$ cat config.mk
export PLATFORM = sky130hd
export DESIGN_NAME = char_lcd_nibble_sequencer
export DESIGN_NICKNAME = d
export VERILOG_FILES = /design/src/lcdseq_pkg.sv /design/src/char_lcd_nibble_sequencer.sv /design/src/lcdseq_store.sv /design/src/lcdseq_step.sv /design/src/lcdseq_emit.sv
export SDC_FILE = /design/constraint.sdc
export NUM_CORES = 1
export LEC_CHECK = 0
export BUFFER_PORTS_ARGS = -buffer_cell sky130_fd_sc_hd__buf_4
export CORE_UTILIZATION = 62
export DETAILED_ROUTE_END_ITERATION = 8
export PLACE_DENSITY_LB_ADDON = 0.15
export SLEW_MARGIN = 25
export SYNTH_ARGS = -nofsm -noshare
export SYNTH_HDL_FRONTEND = slang
export SYNTH_HIERARCHICAL = 1
export SYNTH_SLANG_ARGS = --single-unit
$ cat constraint.sdc
create_clock -name clk -period 5.45 [get_ports clk]
set_clock_uncertainty 0.2 [all_clocks]
set_input_delay 1.09 -clock clk [delete_from_list [all_inputs] [get_ports clk]]
set_output_delay 1.09 -clock clk [all_outputs]
set_load 0.005 [all_outputs]
$ cat src/lcdseq_pkg.sv
// Shared types, phase codes, command codes and byte constants for the
// character display sequencer. No dependencies; every other file imports it.
package lcdseq_pkg;

  // Line store geometry: two lines of sixteen stored characters.
  localparam int unsigned ROW_STRIDE   = 16;
  localparam int unsigned ROW_AW       = 4;
  localparam int unsigned STORE_DEPTH  = 32;
  localparam int unsigned STORE_AW     = 5;
  localparam int unsigned LINE_LEN_DEF = 16;

  // Item commands.
  localparam logic [2:0] CMD_POLL = 3'd0;
  localparam logic [2:0] CMD_LOAD = 3'd1;
  localparam logic [2:0] CMD_SEND = 3'd2;
  localparam logic [2:0] CMD_ON   = 3'd3;
  localparam logic [2:0] CMD_OFF  = 3'd4;

  // Sequencer phases.
  localparam int unsigned PH_W = 4;
  localparam logic [PH_W-1:0] PH_INIT_START = 4'd0;
  localparam logic [PH_W-1:0] PH_FS0        = 4'd1;
  localparam logic [PH_W-1:0] PH_FS1        = 4'd2;
  localparam logic [PH_W-1:0] PH_FS2        = 4'd3;
  localparam logic [PH_W-1:0] PH_FS3        = 4'd4;
  localparam logic [PH_W-1:0] PH_FUNC       = 4'd5;
  localparam logic [PH_W-1:0] PH_CTRL       = 4'd6;
  localparam logic [PH_W-1:0] PH_CLEAR      = 4'd7;
  localparam logic [PH_W-1:0] PH_SEND_START = 4'd8;
  localparam logic [PH_W-1:0] PH_CURSOR0    = 4'd9;
  localparam logic [PH_W-1:0] PH_TEXT0      = 4'd10;
  localparam logic [PH_W-1:0] PH_CURSOR1    = 4'd11;
  localparam logic [PH_W-1:0] PH_TEXT1      = 4'd12;
  localparam logic [PH_W-1:0] PH_TURN_OFF   = 4'd13;
  localparam logic [PH_W-1:0] PH_IDLE_OFF   = 4'd14;
  localparam logic [PH_W-1:0] PH_IDLE_ON    = 4'd15;

  // Display controller bytes and nibbles.
  localparam logic [3:0] NIB_FS8     = 4'h3;
  localparam logic [3:0] NIB_FS4     = 4'h2;
  localparam logic [7:0] BYTE_FUNC   = 8'h2C;  // function set, 2 lines, 5x10
  localparam logic [7:0] BYTE_CTRL   = 8'h0C;  // display on
  localparam logic [7:0] BYTE_CLEAR  = 8'h01;
  localparam logic [7:0] BYTE_LINE0  = 8'h80;
  localparam logic [7:0] BYTE_LINE1  = 8'hC0;
  localparam logic [7:0] BYTE_SPACE  = 8'h20;

  // Millisecond waits.
  localparam logic [5:0] WAIT_SHORT = 6'd2;
  localparam logic [5:0] WAIT_STEP  = 6'd5;
  localparam logic [5:0] WAIT_LINE  = 6'd10;
  localparam logic [5:0] WAIT_CLEAR = 6'd15;
  localparam logic [5:0] WAIT_POWER = 6'd50;
  localparam logic [5:0] MS_MAX     = 6'd63;

  // Index of the last result of an item.
  localparam logic [1:0] LAST_NONE   = 2'd0;
  localparam logic [1:0] LAST_NIBBLE = 2'd1;
  localparam logic [1:0] LAST_BYTE   = 2'd3;

  // Scalar sequencer state, apart from the column counter.
  typedef struct packed {
    logic [PH_W-1:0] phase;
    logic [5:0]      wait_ms;
    logic [5:0]      elapsed_ms;
    logic            line_ended;
  } ctl_t;

  // Everything needed to produce the results of one item.
  typedef struct packed {
    logic       byte_valid;
    logic [1:0] last_idx;
    logic [3:0] nib_hi;
    logic [3:0] nib_lo;
    logic       rs;
    logic       bl;
    logic       ready;
    logic       lit;
  } res_t;

  function automatic logic phase_lit(input logic [PH_W-1:0] ph);
    return (ph != PH_TURN_OFF) && (ph != PH_IDLE_OFF);
  endfunction

endpackage

$ cat src/char_lcd_nibble_sequencer.sv
// Top level of the character display sequencer: input and work stages,
// sequencer state, line store, step logic and output stage. Uses lcdseq_pkg.
//
//   channel   direction  payload
//   in_*      input      tuser: cmd; tdata: ms_passed, char_index, char_code
//   out_*     output     tuser: byte_valid; tdata: bus_byte, ready_res, lit, address
//   cfg_*     input      device_address, written when cfg_wr_en is high
//
// One result leaves per cycle while out_tready is high; an item gives one, two or four results,
// and a character or command step gives four.
// An accepted item and its store read are registered in the work stage, then its step result in the output stage.
// An item is taken whenever the work stage is empty or hands over to the output stage.
// Reset clears state and store valid bits at once; items are taken right after reset.
module char_lcd_nibble_sequencer #(
  parameter int unsigned LINE_LENGTH = lcdseq_pkg::LINE_LEN_DEF
) (
  input  logic        clk,
  input  logic        rst_n,
  input  logic        in_tvalid,
  output logic        in_tready,
  input  logic [15:0] in_tdata,    // ms_passed[0], char_index[5:1], char_code[13:6]
  input  logic [2:0]  in_tuser,    // cmd
  output logic        out_tvalid,
  input  logic        out_tready,
  output logic [23:0] out_tdata,   // bus_byte[7:0], ready_res[8], lit[9], target_address[16:10]
  output logic        out_tuser,   // byte_valid
  output logic        out_tlast,
  input  logic        cfg_wr_en,
  input  logic [6:0]  cfg_wr_data
);
  import lcdseq_pkg::*;

  localparam int unsigned COL_W = $clog2(LINE_LENGTH + 1);

  logic                in_acc;
  logic                s1_valid_r;
  logic [2:0]          s1_cmd_r;
  logic                s1_ms_r;
  logic                s1_adv;
  logic                emit_free;
  ctl_t                ctl_r;
  ctl_t                ctl_nxt;
  ctl_t                step_ctl;
  logic [COL_W-1:0]    col_r;
  logic [COL_W-1:0]    col_nxt;
  logic [COL_W-1:0]    step_col;
  res_t                step_res;
  logic [7:0]          store_data;
  logic [STORE_AW-1:0] rd_addr;
  logic [6:0]          dev_addr_r;

  assign s1_adv    = s1_valid_r && emit_free;
  assign in_tready = !s1_valid_r || s1_adv;
  assign in_acc    = in_tvalid && in_tready;

  // State as it stands once the work stage commits.
  assign ctl_nxt = s1_adv ? step_ctl : ctl_r;
  assign col_nxt = s1_adv ? step_col : col_r;
  assign rd_addr = {(ctl_nxt.phase == PH_TEXT1), col_nxt[ROW_AW-1:0]};

  // Configuration register.
  always_ff @(posedge clk) begin
    if (!rst_n) begin
      dev_addr_r <= 7'd0;
    end else if (cfg_wr_en) begin
      dev_addr_r <= cfg_wr_data;
    end
  end

  // Work stage occupancy.
  always_ff @(posedge clk) begin
    if (!rst_n) begin
      s1_valid_r <= 1'b0;
    end else if (in_tready) begin
      s1_valid_r <= in_tvalid;
    end
  end

  // Work stage payload.
  always_ff @(posedge clk) begin
    if (in_acc) begin
      s1_cmd_r <= in_tuser;
      s1_ms_r  <= in_tdata[0];
    end
  end

  // Sequencer state.
  always_ff @(posedge clk) begin
    if (!rst_n) begin
      ctl_r.phase      <= PH_INIT_START;
      ctl_r.wait_ms    <= '0;
      ctl_r.elapsed_ms <= '0;
      ctl_r.line_ended <= 1'b0;
      col_r            <= '0;
    end else begin
      ctl_r <= ctl_nxt;
      col_r <= col_nxt;
    end
  end

  // Loads write at accept; every item reads the entry its step would need.
  lcdseq_store u_store (
    .clk     (clk),
    .rst_n   (rst_n),
    .wr_en   (in_acc && (in_tuser == CMD_LOAD)),
    .wr_addr (in_tdata[5:1]),
    .wr_data (in_tdata[13:6]),
    .rd_en   (in_acc),
    .rd_addr (rd_addr),
    .rd_data (store_data)
  );

  lcdseq_step #(
    .LINE_LENGTH (LINE_LENGTH),
    .COL_W       (COL_W)
  ) u_step (
    .cmd        (s1_cmd_r),
    .ms_passed  (s1_ms_r),
    .ctl        (ctl_r),
    .column     (col_r),
    .store_data (store_data),
    .ctl_nxt    (step_ctl),
    .column_nxt (step_col),
    .res        (step_res)
  );

  lcdseq_emit u_emit (
    .clk        (clk),
    .rst_n      (rst_n),
    .load       (s1_adv),
    .res_in     (step_res),
    .dev_addr   (dev_addr_r),
    .free       (emit_free),
    .out_tvalid (out_tvalid),
    .out_tready (out_tready),
    .out_tdata  (out_tdata),
    .out_tuser  (out_tuser),
    .out_tlast  (out_tlast)
  );

  // A committed step always shows up at the output.
  a_commit_out: assert property (@(posedge clk) disable iff (!rst_n)
    s1_adv |=> out_tvalid)
    else $error("committed item produced no result");

  // A stalled work stage blocks new items, which would otherwise read stale state.
  a_stall_hold: assert property (@(posedge clk) disable iff (!rst_n)
    s1_valid_r && !emit_free |-> !in_tready)
    else $error("item accepted while the work stage is stalled");

endmodule

$ cat src/lcdseq_store.sv
// Line store: 32 x 8 synchronous memory with one write and one registered read port.
// Per-entry valid bits make never-written entries read as zero. Uses lcdseq_pkg.
module lcdseq_store (
  input  logic                           clk,
  input  logic                           rst_n,
  input  logic                           wr_en,
  input  logic [lcdseq_pkg::STORE_AW-1:0] wr_addr,
  input  logic [7:0]                     wr_data,
  input  logic                           rd_en,
  input  logic [lcdseq_pkg::STORE_AW-1:0] rd_addr,
  output logic [7:0]                     rd_data
);
  import lcdseq_pkg::*;

  logic [7:0]             mem [STORE_DEPTH];
  logic [STORE_DEPTH-1:0] vld_r;
  logic [7:0]             rd_q_r;
  logic                   rd_vld_r;

  // Storage array, no reset.
  always_ff @(posedge clk) begin
    if (wr_en) begin
      mem[wr_addr] <= wr_data;
    end
    if (rd_en) begin
      rd_q_r <= mem[rd_addr];
    end
  end

  // Valid bits stand in for clearing the array at reset.
  always_ff @(posedge clk) begin
    if (!rst_n) begin
      vld_r    <= '0;
      rd_vld_r <= 1'b0;
    end else begin
      if (wr_en) begin
        vld_r[wr_addr] <= 1'b1;
      end
      if (rd_en) begin
        rd_vld_r <= vld_r[rd_addr];
      end
    end
  end

  assign rd_data = rd_vld_r ? rd_q_r : 8'h00;

endmodule

$ cat src/lcdseq_step.sv
// One sequencer step: next control state, next column and the result
// description of the item in the work stage. Uses lcdseq_pkg.
module lcdseq_step #(
  parameter int unsigned LINE_LENGTH = lcdseq_pkg::LINE_LEN_DEF,
  parameter int unsigned COL_W       = $clog2(LINE_LENGTH + 1)
) (
  input  logic [2:0]       cmd,
  input  logic             ms_passed,
  input  lcdseq_pkg::ctl_t ctl,
  input  logic [COL_W-1:0] column,
  input  logic [7:0]       store_data,
  output lcdseq_pkg::ctl_t ctl_nxt,
  output logic [COL_W-1:0] column_nxt,
  output lcdseq_pkg::res_t res
);
  import lcdseq_pkg::*;

  always_comb begin
    logic [5:0]      el;
    logic            bl;
    logic [7:0]      col8;
    logic [7:0]      ch;
    logic            ended;
    logic [7:0]      txt;
    logic [PH_W-1:0] after_text;

    el         = ctl.elapsed_ms + {5'd0, (ms_passed && (ctl.elapsed_ms != MS_MAX))};
    bl         = phase_lit(ctl.phase);
    col8       = 8'(column);
    ch         = (col8 < 8'(ROW_STRIDE)) ? store_data : 8'h00;
    ended      = ctl.line_ended || (ch == 8'h00);
    txt        = ended ? BYTE_SPACE : ch;
    after_text = (ctl.phase == PH_TEXT0) ? PH_CURSOR1 : PH_IDLE_ON;

    ctl_nxt            = ctl;
    ctl_nxt.elapsed_ms = el;
    column_nxt         = column;
    res                = '0;
    res.bl             = bl;

    // Command decode; only a poll whose wait has run out takes a step; send, on and off set the phase.
    unique case (cmd)
      CMD_POLL: begin
        if (el >= ctl.wait_ms) begin
          ctl_nxt.wait_ms    = '0;
          ctl_nxt.elapsed_ms = '0;
          unique case (ctl.phase)
            PH_INIT_START: begin
              ctl_nxt.phase   = PH_FS0;
              ctl_nxt.wait_ms = WAIT_STEP;
            end
            PH_FS0, PH_FS1, PH_FS2: begin
              res.byte_valid  = 1'b1;
              res.last_idx    = LAST_NIBBLE;
              res.nib_hi      = NIB_FS8;
              ctl_nxt.phase   = ctl.phase + 4'd1;
              ctl_nxt.wait_ms = (ctl.phase == PH_FS0) ? WAIT_POWER : WAIT_STEP;
            end
            PH_FS3: begin
              res.byte_valid  = 1'b1;
              res.last_idx    = LAST_NIBBLE;
              res.nib_hi      = NIB_FS4;
              ctl_nxt.phase   = PH_FUNC;
              ctl_nxt.wait_ms = WAIT_SHORT;
            end
            PH_FUNC: begin
              res.byte_valid  = 1'b1;
              res.last_idx    = LAST_BYTE;
              {res.nib_hi, res.nib_lo} = BYTE_FUNC;
              ctl_nxt.phase   = PH_CTRL;
              ctl_nxt.wait_ms = WAIT_SHORT;
            end
            PH_CTRL: begin
              res.byte_valid  = 1'b1;
              res.last_idx    = LAST_BYTE;
              {res.nib_hi, res.nib_lo} = BYTE_CTRL;
              ctl_nxt.phase   = PH_CLEAR;
              ctl_nxt.wait_ms = WAIT_SHORT;
            end
            PH_CLEAR: begin
              res.byte_valid  = 1'b1;
              res.last_idx    = LAST_BYTE;
              {res.nib_hi, res.nib_lo} = BYTE_CLEAR;
              ctl_nxt.phase   = PH_IDLE_ON;
              ctl_nxt.wait_ms = WAIT_CLEAR;
            end
            PH_SEND_START: begin
              ctl_nxt.phase = PH_CURSOR0;
            end
            PH_CURSOR0, PH_CURSOR1: begin
              res.byte_valid     = 1'b1;
              res.last_idx       = LAST_BYTE;
              {res.nib_hi, res.nib_lo} =
                (ctl.phase == PH_CURSOR0) ? BYTE_LINE0 : BYTE_LINE1;
              ctl_nxt.phase      = ctl.phase + 4'd1;
              ctl_nxt.line_ended = 1'b0;
              ctl_nxt.wait_ms    = WAIT_LINE;
              column_nxt         = '0;
            end
            PH_TEXT0, PH_TEXT1: begin
              // One character per step; past the first zero the line is padded.
              if (col8 < 8'(LINE_LENGTH)) begin
                res.byte_valid     = 1'b1;
                res.last_idx       = LAST_BYTE;
                res.rs             = 1'b1;
                {res.nib_hi, res.nib_lo} = txt;
                ctl_nxt.line_ended = ended;
                column_nxt         = column + COL_W'(1);
              end else begin
                ctl_nxt.phase = after_text;
              end
              ctl_nxt.wait_ms = WAIT_STEP;
            end
            PH_TURN_OFF: begin
              res.byte_valid  = 1'b1;
              res.last_idx    = LAST_BYTE;
              {res.nib_hi, res.nib_lo} = BYTE_CLEAR;
              ctl_nxt.phase   = PH_IDLE_OFF;
            end
            default: begin
            end
          endcase
        end
      end
      CMD_SEND: ctl_nxt.phase = PH_SEND_START;
      CMD_ON:   ctl_nxt.phase = PH_IDLE_ON;
      CMD_OFF:  ctl_nxt.phase = PH_TURN_OFF;
      default: begin
      end
    endcase

    res.ready = (ctl_nxt.phase == PH_IDLE_ON);
    res.lit   = phase_lit(ctl_nxt.phase);
  end

endmodule

$ cat src/lcdseq_emit.sv
// Output stage: holds one item's result description and sends its bus bytes one per
// cycle, while out_tready is high, on the result channel. Uses lcdseq_pkg.
module lcdseq_emit (
  input  logic             clk,
  input  logic             rst_n,
  input  logic             load,
  input  lcdseq_pkg::res_t res_in,
  input  logic [6:0]       dev_addr,
  output logic             free,
  output logic             out_tvalid,
  input  logic             out_tready,
  output logic [23:0]      out_tdata,   // bus_byte[7:0], ready_res[8], lit[9], target_address[16:10]
  output logic             out_tuser,   // byte_valid
  output logic             out_tlast
);
  import lcdseq_pkg::*;

  res_t       buf_r;
  logic       valid_r;
  logic [1:0] idx_r;
  logic [3:0] nib;
  logic [7:0] bus_byte;
  logic       take;

  assign take       = valid_r && out_tready;
  assign out_tlast  = (idx_r == buf_r.last_idx);
  assign free       = !valid_r || (take && out_tlast);
  assign out_tvalid = valid_r;

  // Even results carry enable high, odd ones low; the upper pair holds the low nibble.
  always_comb begin
    nib      = idx_r[1] ? buf_r.nib_lo : buf_r.nib_hi;
    bus_byte = buf_r.byte_valid ? {nib, buf_r.bl, ~idx_r[0], 1'b0, buf_r.rs} : 8'h00;
  end

  assign out_tdata = {7'd0, dev_addr, buf_r.lit, buf_r.ready, bus_byte};
  assign out_tuser = buf_r.byte_valid;

  // Result description, payload only.
  always_ff @(posedge clk) begin
    if (load) begin
      buf_r <= res_in;
    end
  end

  // Occupancy and result index.
  always_ff @(posedge clk) begin
    if (!rst_n) begin
      valid_r <= 1'b0;
      idx_r   <= 2'd0;
    end else if (load) begin
      valid_r <= 1'b1;
      idx_r   <= 2'd0;
    end else if (take) begin
      if (out_tlast) begin
        valid_r <= 1'b0;
        idx_r   <= 2'd0;
      end else begin
        idx_r <= idx_r + 2'd1;
      end
    end
  end

  // An item without bytes yields a single result.
  a_single_status: assert property (@(posedge clk) disable iff (!rst_n)
    valid_r && !buf_r.byte_valid |-> out_tlast)
    else $error("status-only item does not end on its first result");

  // A multi-byte item keeps its results coming.
  a_continue: assert property (@(posedge clk) disable iff (!rst_n)
    out_tvalid && out_tready && !out_tlast |=> out_tvalid)
    else $error("result run broken before its last result");

endmodule

After elaboration in Yosys (flattened, before gate mapping)
Memories as Yosys holds them, arrays and structs flattened. A register that Yosys moved wholly into a read port is not among the register bits.
Index checks and enable logic that the tools add are counted.
Word-level totals
  memory bits (writable): 256
  bits in registers: 85
  input bits: 31
  logic and storage cells: 131
  memories kept: 1
Memories
  u_store.mem: words 32, bits a word 8, rd ports 1, clocked after memory_dff 1, wr ports 1, line lcdseq_store.sv:15  | logic [7:0] mem [STORE_DEPTH];
Cells by class
  bitwise operators: 3
  order comparisons: 5
  reduce and logical (&&, ||, !) cells: 35
  add/sub/neg operators: 4
  eq/ne operators: 26
  multiplexer cells: 35
Operator list (count)
  case mux 7 bit (6 select lines): 1
  case mux 4 bit (9 select lines): 1
  two-way mux 17 bit: 2
  equality test 4 bit (second input constant): 8
  two-way mux 8 bit: 4
  bitwise OR 32 bit: 1
  case mux 4 bit (4 select lines): 2
  case mux 6 bit (5 select lines): 1
  two-way mux 4 bit: 5
  equality test 4 x 3 -> 1 bit (second input constant): 4
  != test 4 bit (second input constant): 4
  two-way mux 13 bit: 1
  less-than comparator 5 x 6 -> 1 bit (second input constant): 2
  two-way mux 12 bit: 1
  OR reduction 3 bit: 4
  case mux 5 bit (2 select lines): 1
  OR reduction 2 bit: 5
  logical AND 1 bit: 9
  equality test 4 x 2 -> 1 bit (second input constant): 2
  zero test 8 bit: 1
  two-way mux 1 bit: 8
  two-way mux 7 bit: 1
  adder 6 x 1 -> 6 bit: 1
  equality test 3 x 2 -> 1 bit (second input constant): 2
  29 further kinds: 37

Longest topological paths before layout
  depth in word-level cells: 12
  depth in mapped cells: 24

Modules after synthesis
The synthesis kept the hierarchy.
Modules (own cells, without submodules)
  lcdseq_store: instances 1, area each 11414.7 um^2, sequential area each 8588.2 um^2, cells each 538
  char_lcd_nibble_sequencer: instances 1, area each 1524.0 um^2, sequential area each 720.7 um^2, cells each 144
  lcdseq_step: instances 1, area each 1169.9 um^2, sequential area each 0.0 um^2, cells each 195
  lcdseq_emit: instances 1, area each 852.1 um^2, sequential area each 510.5 um^2, cells each 64

Least setup slack after synthesis
OpenSTA, ideal clock, no wires.
  path type: register to register
  start point: register ctl_r[3] (netlist name)
  end point: register u_store.rd_q_r[5] (read register of u_store.mem) (data pin)
  stages on the path, launching flop included: 22
  period minus slack after synthesis: 4.698 ns
  required time: 4.990 ns
  path slack: 0.752 ns
  arrival time: 4.239 ns
  path buffers: 3
  library setup time: 0.260 ns
  cell sequence: dfxtp_1 > and4_1 > a31oi_1 > ha_1 > ha_1 > xor2_1 > ha_1 > a21o_1 > a31oi_1 > o21ai_1 > nand2_1 > nor3b_1 > a21oi_1 > o21ai_1 > nand3_1 > nand2_1 > clkbuf_1 > buf_2 > buf_2 > mux4_2 > mux4_2 > mux2_2
RTL lines
  from (decl): line char_lcd_nibble_sequencer.sv:41  | ctl_t ctl_r;
  from (signal assigned): line char_lcd_nibble_sequencer.sv:96  | ctl_r <= ctl_nxt;
  != test 6 bit: line lcdseq_step.sv:27  | el = ctl.elapsed_ms + {5'd0, (ms_passed && (ctl.elapsed_ms != MS_MAX))};
  logical AND 1 bit: line lcdseq_step.sv:27
  adder 6 x 1 -> 6 bit (*): line lcdseq_step.sv:27
  >= comparator 6 bit (*): line lcdseq_step.sv:44  | if (el >= ctl.wait_ms) begin
  two-way mux 4 bit (*): line lcdseq_step.sv:44
  two-way mux 4 bit (*): line lcdseq_step.sv:42  | unique case (cmd)
  via step_col[1]: line char_lcd_nibble_sequencer.sv:46  | logic [COL_W-1:0] step_col;
  two-way mux 4 bit (*): line char_lcd_nibble_sequencer.sv:58  | assign col_nxt = s1_adv ? step_col : col_r;
  via col_nxt[1]: line char_lcd_nibble_sequencer.sv:45  | logic [COL_W-1:0] col_nxt;
  to (decl): line lcdseq_store.sv:17  | logic [7:0] rd_q_r;
Mark *: on every way through the listed nets, which the timed path passes. The rest lies on a longest branch.
A chain may end at the register's enable or synchronous reset.

Final worst setup path
  start point: register ctl_r[2] (netlist name)
  end point: register u_store.rd_q_r[0] (read register of u_store.mem) (data pin)
Same word-level chain as after synthesis.

==> flow_summary.ini <==
[route]
vias = 8223
drc = 0
ant_nets = 0
post_drt_wl_per_cell_microns = 21.8
wirelength_microns = 29100
dr.first_iter.drc_count = 724
via_per_inst = 6.16
firstDrtPassIters = 5

[run_status]
outcome = finished, final reports clean

[global_route]
grt_max_degree = 37
grt_usage = 0.246
grt_pass1_wl_microns = 44800
antenna_found_initial = 0
overflow = 0
grt_pass1_vias = 7849

[die]
die_width_microns = 157
io_pins = 59
initial_core_util = 0.635
core-area_sq_um = 23500
die-area_sq_um = 24800
row_count = 56
die_h_microns = 157

[synthesis]
yosys_warnings = 6
ys_seq_elements = 349
yosysUniqueCellTypes = 63
synth_edf_count = 283
syn_inst = 941
synth_flop_cell = edfxtp_1
async_flop_share = 0
yosysSeqAreaShare = 0.656
synth_area_sq_um = 15000
avgSynthCellArea_sq_um = 15.9

[clock_tree]
clock_latency_ns = 0.52
cts-buffers-inserted = 36
clockBufferDepth = 3
ctsHoldBuffers = 0
cts_tree = done
cts_sinks = 349
ctsHtreeMaxLevel = 2
cts-root-buf = clkbuf_16
path_clk_slew_ns = 0.06

[place]
place_congestion = 0.899
placed_area_sq_um = 15500
dp_hpwl_microns = 18400
numPortBuffers = 48

[timing]
whs_ns = 0.264
finalCritPeriodShare = 0.933
rsz0062_at_grt = no
slew_headroom = 0.363
min_period_ns = 5.08
worst_pin_slew_ns = 0.953
slew_violations = 0
fmax_ghz = 0.197
hold_viol = 0
setup_violations = 0
setup_tns_ns = 0

[final_layout]
final_cell_mix = edfxtp_1, mux4_2, nor2_1
final_common_cell = edfxtp_1
n_antenna_cell = 0
final_nets = 1032
layout.area.seq_sq_um = 9820
multi_input_area_sq_um = 4710
area_growth_pct = 11.6
design_area_sq_um = 16700
fillerInstances = 1547
drive_above_1_share = 0.241

[worst_setup_path]
critPathKind = flip-flop to flip-flop
end_kind = flip-flop
required_ns = 5.51
critical_path_arrival_ns = 5.15
startpoint_type = flip-flop
critPathMaxFanout = 18

[flow_run]
cap_violations = 0

[min_path]
hold_path.class = flip-flop to flip-flop

[power]
leakagePower_uw = 0.00544
powerDensity_nw_per_um2 = 322
ir_worst_vdd_mv = 0.271
## synthesized netlist by cell type, types with 3 or more instances
cell / n / share of area
dfxtp_1: 66 / 0.088
nand3b_1: 5 / 0.0025
o21ai_0: 17 / 0.0057
ha_1: 13 / 0.011
and2_1: 18 / 0.0075
a221o_1: 3 / 0.0020
a21o_1: 5 / 0.0025
xnor2_1: 3 / 0.0018
nand3_1: 34 / 0.011
a21bo_2: 5 / 0.0033
and4_1: 3 / 0.0018
nor2_1: 71 / 0.018
mux4_2: 80 / 0.12
a21oi_2: 18 / 0.011
buf_6: 6 / 0.0045
a31oi_1: 10 / 0.0042
or3b_2: 3 / 0.0018
a22oi_1: 3 / 0.0015
nand2_1: 31 / 0.0078
nor2b_1: 7 / 0.0029
and3_1: 3 / 0.0013
buf_4: 28 / 0.014
inv_1: 17 / 0.0043
mux2i_1: 28 / 0.019
buf_2: 11 / 0.0037
o211ai_1: 3 / 0.0015
xor2_1: 4 / 0.0023
o21ai_1: 4 / 0.0013
clkbuf_1: 23 / 0.0058
nand2b_1: 7 / 0.0029
edfxtp_1: 283 / 0.57
a21bo_1: 18 / 0.012
o21a_1: 32 / 0.016
a21oi_1: 25 / 0.0084
nor3_1: 6 / 0.0020
mux2_2: 10 / 0.0075
## logic make-up (layout without fill, tap and decap cells)
family / after synthesis / in the layout / synth area share
and+or+nand+nor: 208 / 209 / 0.0696
muxes: 118 / 118 / 0.147
adders and majority gates: 13 / 13 / 0.0109
DFF: 349 / 349 / 0.656
buffers and inverters: 87 / 153 / 0.0328
other: 1 / 8 / 0.000251
AOI/OAI and AO/OA: 158 / 158 / 0.0794
xor gates and xnor gates: 7 / 7 / 0.00410
## worst paths after layout
kind	from	to	slack, ns	cells after the start
worst max-delay path	ctl_r[2]	u_store/rd_q_r[0]	0.37	20
worst min-delay path	u_store/vld_r[27]	u_store/vld_r[27]	0.26	1
worst max register to register	ctl_r[2]	u_store/rd_q_r[0]	0.37	20
worst min register to register	u_store/vld_r[27]	u_store/vld_r[27]	0.26	1
## stage by stage
stage	total power (uW)	setup slack [ns]	util	cells
final	5370	0.368	0.709	1334
after global routing	5550	0.0505	0.709	1334
after CTS	5420	0.147	0.705	1326
after detailed placement	3150	0.204	0.659	1261
after global placement	3150	0.213	0.659	1261
after floorplan	3080	0.752	-	948
## critical path, cell delays in order, from the launching register on
cell     delay, ns
dfxtp_1       0.33
and4_1        0.22
a31oi_1       0.17
ha_1          0.21
ha_1          0.19
nand3_1       0.10
xnor2_1       0.19
ha_1          0.27
a21o_1        0.16
a21oi_1       0.17
o21ai_2       0.14
and2_1        0.18
nand2_1       0.13
nand2_1       0.07
o21ai_0       0.10
nand3_2       0.18
nand2_8       0.20
buf_12        0.20
mux4_2        0.57
mux4_2        0.54
mux2_2        0.29
## what timing repair did
item	CTS	global route
endpoints found under the setup margin	0	8
gates resized for setup	0	5
buffers inserted	0	7
## sequential cells by signal, indices dropped and copies added, names as in the netlist
register / cells
u_store/rd_q_r: 8
ctl_r: 17
u_emit/buf_r: 12
u_store/vld_r: 32
s1_cmd_r: 3
col_r: 5
u_emit/out_tuser: 1
u_emit/out_tvalid: 1
s1_ms_r: 1
dev_addr_r: 7
u_emit/idx_r: 2
u_store/mem: 256
u_store/rd_vld_r: 1
u_emit/out_tdata: 2
s1_valid_r: 1
## power breakdown
| group | switching (uW) | internal [uW] | total, uW |
|---|---|---|---|
| clock | 962 | 1310 | 2270 |
| sequential | 17.2 | 2900 | 2910 |
| combinational | 118 | 66.6 | 184 |
## final cells by class
type	count	area share
sequential	349	0.588
multi-input combinational	513	0.282
clock buffer	48	0.0579
timing repair buffer	71	0.0361
tap	319	0.0239
clock inverter	17	0.00765
inverter	17	0.00382
## routing by layer
layer,track usage,vias to the layer above,share of wire
met5,0,-,0
met4,0.0767,0,0.020
met3,0.0402,42,0.063
met2,0.396,305,0.50
met1,0.348,4130,0.42
li1,-,3746,-
(Power assumes the default switching activity.)
